===== config.mk =====
export PLATFORM = sky130hd
export DESIGN_NAME = spfd_fifo
export DESIGN_NICKNAME = d
export VERILOG_FILES = /design/src/rtl/core/spfd_pkg.sv /design/src/rtl/core/spfd_fifo.sv
export SDC_FILE = /design/constraint.sdc
export NUM_CORES = 1
export LEC_CHECK = 0
export BUFFER_PORTS_ARGS = -buffer_cell sky130_fd_sc_hd__buf_4
export CORE_MARGIN = 4
export CORE_UTILIZATION = 42
export CTS_BUF_LIST = sky130_fd_sc_hd__clkbuf_2
export DETAILED_ROUTE_END_ITERATION = 8
export HOLD_SLACK_MARGIN = 0.12
export PLACE_DENSITY = 0.69
export SYNTH_ARGS = -nofsm -noshare
export SYNTH_HDL_FRONTEND = slang
export SYNTH_SLANG_ARGS = --single-unit

===== constraint.sdc =====
create_clock -name clk -period 5.41 [get_ports clk]
set_input_delay 1.082 -clock clk [delete_from_list [all_inputs] [get_ports clk]]
set_output_delay 1.082 -clock clk [all_outputs]
set_load 0.1 [all_outputs]

===== src/rtl/core/spfd_pkg.sv =====
// ----------------------------------------------------------------------------
// spfd_pkg - shared types and constants for the 2D spring force block
// Widths of the position path, register codes and the front-to-back item.
// ----------------------------------------------------------------------------
`default_nettype none

package spfd_pkg;

    localparam int POS_W         = 32;
    localparam int DELTA_W       = POS_W + 1;           // |B - A| per axis
    localparam int RAD_W         = 2 * DELTA_W;         // dx^2 + dy^2
    localparam int ROOT_W        = RAD_W / 2;           // distance d
    localparam int REM_W         = ROOT_W + 3;          // root remainder
    localparam int CFG_IDX_W     = 2;
    localparam int CFG_W         = 32;
    localparam int FRAC_BITS_DEF = 16;
    localparam int FIFO_DEPTH    = 4;

    localparam logic [CFG_IDX_W-1:0] REG_STIFFNESS   = 2'd0;
    localparam logic [CFG_IDX_W-1:0] REG_REST_LENGTH = 2'd1;

    // One classified item handed from the front to the back
    typedef struct packed {
        logic [RAD_W-1:0]   rad;
        logic [DELTA_W-1:0] adx;
        logic [DELTA_W-1:0] ady;
        logic               negx;
        logic               negy;
        logic               att;
    } spfd_item_t;

endpackage

`default_nettype wire


===== src/rtl/core/spfd_fifo.sv =====
// ----------------------------------------------------------------------------
// spfd_fifo - short queue between front and back
// Lets the front keep accepting while the back is stalled, and the reverse.
// ----------------------------------------------------------------------------
`default_nettype none

module spfd_fifo (
    input  wire logic                 clk,
    input  wire logic                 rst_n,
    input  wire logic                 push_valid,
    output logic                      push_ready,
    input  wire spfd_pkg::spfd_item_t push_item,
    output logic                      pop_valid,
    input  wire logic                 pop_ready,
    output spfd_pkg::spfd_item_t      pop_item
);
    import spfd_pkg::*;

    localparam int PTR_W = $clog2(FIFO_DEPTH);
    localparam int CNT_W = $clog2(FIFO_DEPTH + 1);

    spfd_item_t       mem [0:FIFO_DEPTH-1];
    logic [PTR_W-1:0] wr_ptr_reg, rd_ptr_reg;
    logic [CNT_W-1:0] count_reg;
    logic             do_push, do_pop;

    assign push_ready = (count_reg != CNT_W'(FIFO_DEPTH));
    assign pop_valid  = (count_reg != '0);
    assign do_push    = push_valid && push_ready;
    assign do_pop     = pop_valid && pop_ready;
    assign pop_item   = mem[rd_ptr_reg];

    // Track pointers and fill level
    always_ff @(posedge clk or negedge rst_n)
    begin
        if (!rst_n)
        begin
            wr_ptr_reg <= '0;
            rd_ptr_reg <= '0;
            count_reg  <= '0;
        end
        else
        begin
            if (do_push)
                wr_ptr_reg <= wr_ptr_reg + 1'b1;
            if (do_pop)
                rd_ptr_reg <= rd_ptr_reg + 1'b1;
            if (do_push && !do_pop)
                count_reg <= count_reg + 1'b1;
            else if (!do_push && do_pop)
                count_reg <= count_reg - 1'b1;
        end
    end

    // Store the pushed beat
    always_ff @(posedge clk)
    begin
        if (do_push)
            mem[wr_ptr_reg] <= push_item;
    end

endmodule

`default_nettype wire


==> impl_metrics.ini <==
[logic_synthesis]
synth_area_leaders = edfxtp_1 82%, mux4_2 15%, dfrtp_1 0.88%
synthArstFlopShare = 0.01280
synth_most_common_cell = edfxtp_1
synth_edf_count = 540
yosysTopAreaCell = edfxtp_1
ys_types = 20
synthesis.area_sq_um = 19880
synth_nets = 885
synth_seq_cells = 547
ys_warn_count = 0
yosysTopAreaCellShare = 0.8157
syn_inst = 740
seq_area_frac_synth = 0.8245
synthFlopType = edfxtp_1
post_synth.cell_area_avg_sq_um = 26.87
synth_common_cells = 540 x edfxtp_1, 135 x mux4_2, 12 x buf_2, 9 x buf_6, 7 x dfrtp_1

[layout]
nFillCells = 3617
largest_reg_flops = 540
instances_no_fill = 1984
syn_to_final_growth_pct = 27.20
fin_nets = 1426
drive_gt1_frac = 0.4640

[critical_path]
crit_slowest_cell = dfrtp_4
arrival_ns = 3.48
crit_path_frequent_cell = buf_4
endpoint_kind = output port
cp_max_fo = 37
start_kind = flip-flop
slowest_delay_ns = 0.97
crit_chain = buf_4 -> mux4_2 -> buf_4
critPathKind = reg2out
crit_family = flip-flops
ff2ff_path_depth = 4
required_ns = 4.33
cp_num_cells = 3
path_buf_inv = 2

[routing]
dr.pass1.iters = 4
via_count = 9852
wl_microns = 40980
viasPerCell = 4.966
drc_errors = 0
ant_nets = 0
drtIter0Drc = 491
wire_per_inst_microns = 20.65

[clock_tree]
cts.htree.levels = 4
cts_buffers = 139
cts_tree = yes
clk_latency_ns = 1.21
clk_pin_slew_worst_paths_ns = 0.09
post_cts_buffers = 0
ctsResizeCount = 0
clkSinkCount = 547
cts_hold_buf = 139
cts_root_buf = clkbuf_2
clockBufferDepth = 3

[flow_run]
drv_cap = 0

[timing]
fin_crit_ns = 4.565
setup_viol = 0
fin_setup_tns_ns = 0
finalHoldWorstSlack_ns = 0.5564
skew_ns = 0.05365
finalHoldViolCount = 0
clock.fmax_mhz = 219.1
min_period_over_period = 0.8438
setup_ws_ns = 0.8449
slew_headroom = 0.3198
maxSlewViolCount = 0
worst_pin_slew_ns = 1.020
rsz0062_at_grt = false

[die]
core_sq_um = 46650
rows = 79
start_util = 0.4261
die_w_microns = 225.6
ios = 276
die_h_microns = 225.6
dieArea_sq_um = 50880

[placement]
gp_congestion = 0.7072
place_worst_setup_slack_ns = 1.978
hpwl_microns = 22960
placement.io_buffers = 275
dp.cells = 1608

[global_routing]
grtUsageTotal = 0.1649
grt_pass1_wl_microns = 62870
grt_pass1_vias = 11190
grt_max_degree = 70
antenna_found_initial = 3
overflow = 0

[worst_hold_path]
hold_depth = 1
hold_path_class = reg2reg

[outcome]
run_status = finished clean
[cells by family after synthesis]
logic type / count (synthesis) / synth area share
DFF: 547 / 0.8245
muxes: 137 / 0.1541
buffers and inverters: 33 / 0.01152
and+or+nand+nor: 10 / 0.002580
xor gates and xnor gates: 6 / 0.002643
adders and majority gates: 6 / 0.004154
AOI/OAI and AO/OA: 1 / 0.0005664
[layer usage]
metal / track usage / share of wire / routed length, microns
met5: 0 / 0.00032 / 13
met2: 0.2692 / 0.51 / 20700
met3: 0.06721 / 0.072 / 2937
met4: 0.06738 / 0.020 / 832
met1: 0.1964 / 0.40 / 16500
[worst register-to-register path, stage by stage (launching register included)]
cell and delay, ns:
dfrtp_1 0.43, nor2_1 0.09, a21boi_2 0.34, and2_4 0.88
buf_4 0.48
[cells in the final DEF, fill, tap and decap left out, drive strengths merged]
cell         netlist  layout
mux2               2       2
buf               29     291
clkbuf             1     189
nand2              2       2
xor2               2       2
bufinv             0       1
dlygate4sd3        0     139
a21boi             1       1
diode              0       2
edfxtp           540     540
and2               4       4
xnor2              4       4
clkinv             0      34
dfrtp              7       7
clkinvlp           0       5
or3                1       1
fa                 1       1
inv                3       9
mux4             135     135
ha                 5       5
nand3              1       1
nor2               2       2
[path summary, 6_finish.rpt]
| kind | slack [ns] | from | to |
|---|---|---|---|
| max | 0.84 | rd_ptr_reg[0]$_DFFE_PN0P_ | pop_item[119] |
| min | 0.56 | count_reg[0]$_DFFE_PN0P_ | count_reg[0]$_DFFE_PN0P_ |
| max reg2reg | 2.84 | count_reg[0]$_DFFE_PN0P_ | mem[3][44]$_DFFE_PP_ |
| min reg2reg | 0.56 | count_reg[0]$_DFFE_PN0P_ | count_reg[0]$_DFFE_PN0P_ |
| max in group asynchronous | 4.20 | rst_n | rd_ptr_reg[0]$_DFFE_PN0P_ |
| min in group asynchronous | 0.91 | rst_n | rd_ptr_reg[1]$_DFFE_PN0P_ |
[metrics by stage]
stage	area [sq um]	utilization
floorplan	19880	-
global placement	22720	0.4871
detailed placement	22720	0.4871
CTS	25280	0.5419
global route	25290	0.5420
finish	25290	0.5420
[cell type report]
cell class                 count  area [sq um]  area share
tap                          607         759.5     0.03003
clock buffer                 189         945.9     0.03741
sequential                   547         16400      0.6485
timing repair buffer         430          3676      0.1454
multi-input combinational    160          3271      0.1293
antenna                        2         5.005   0.0001979
clock inverter                46         220.2    0.008709
inverter                       3         11.26   0.0004453
Power is not shown: default switching activity piles up to over one toggle a cycle in this logic, so the estimate is an artifact.
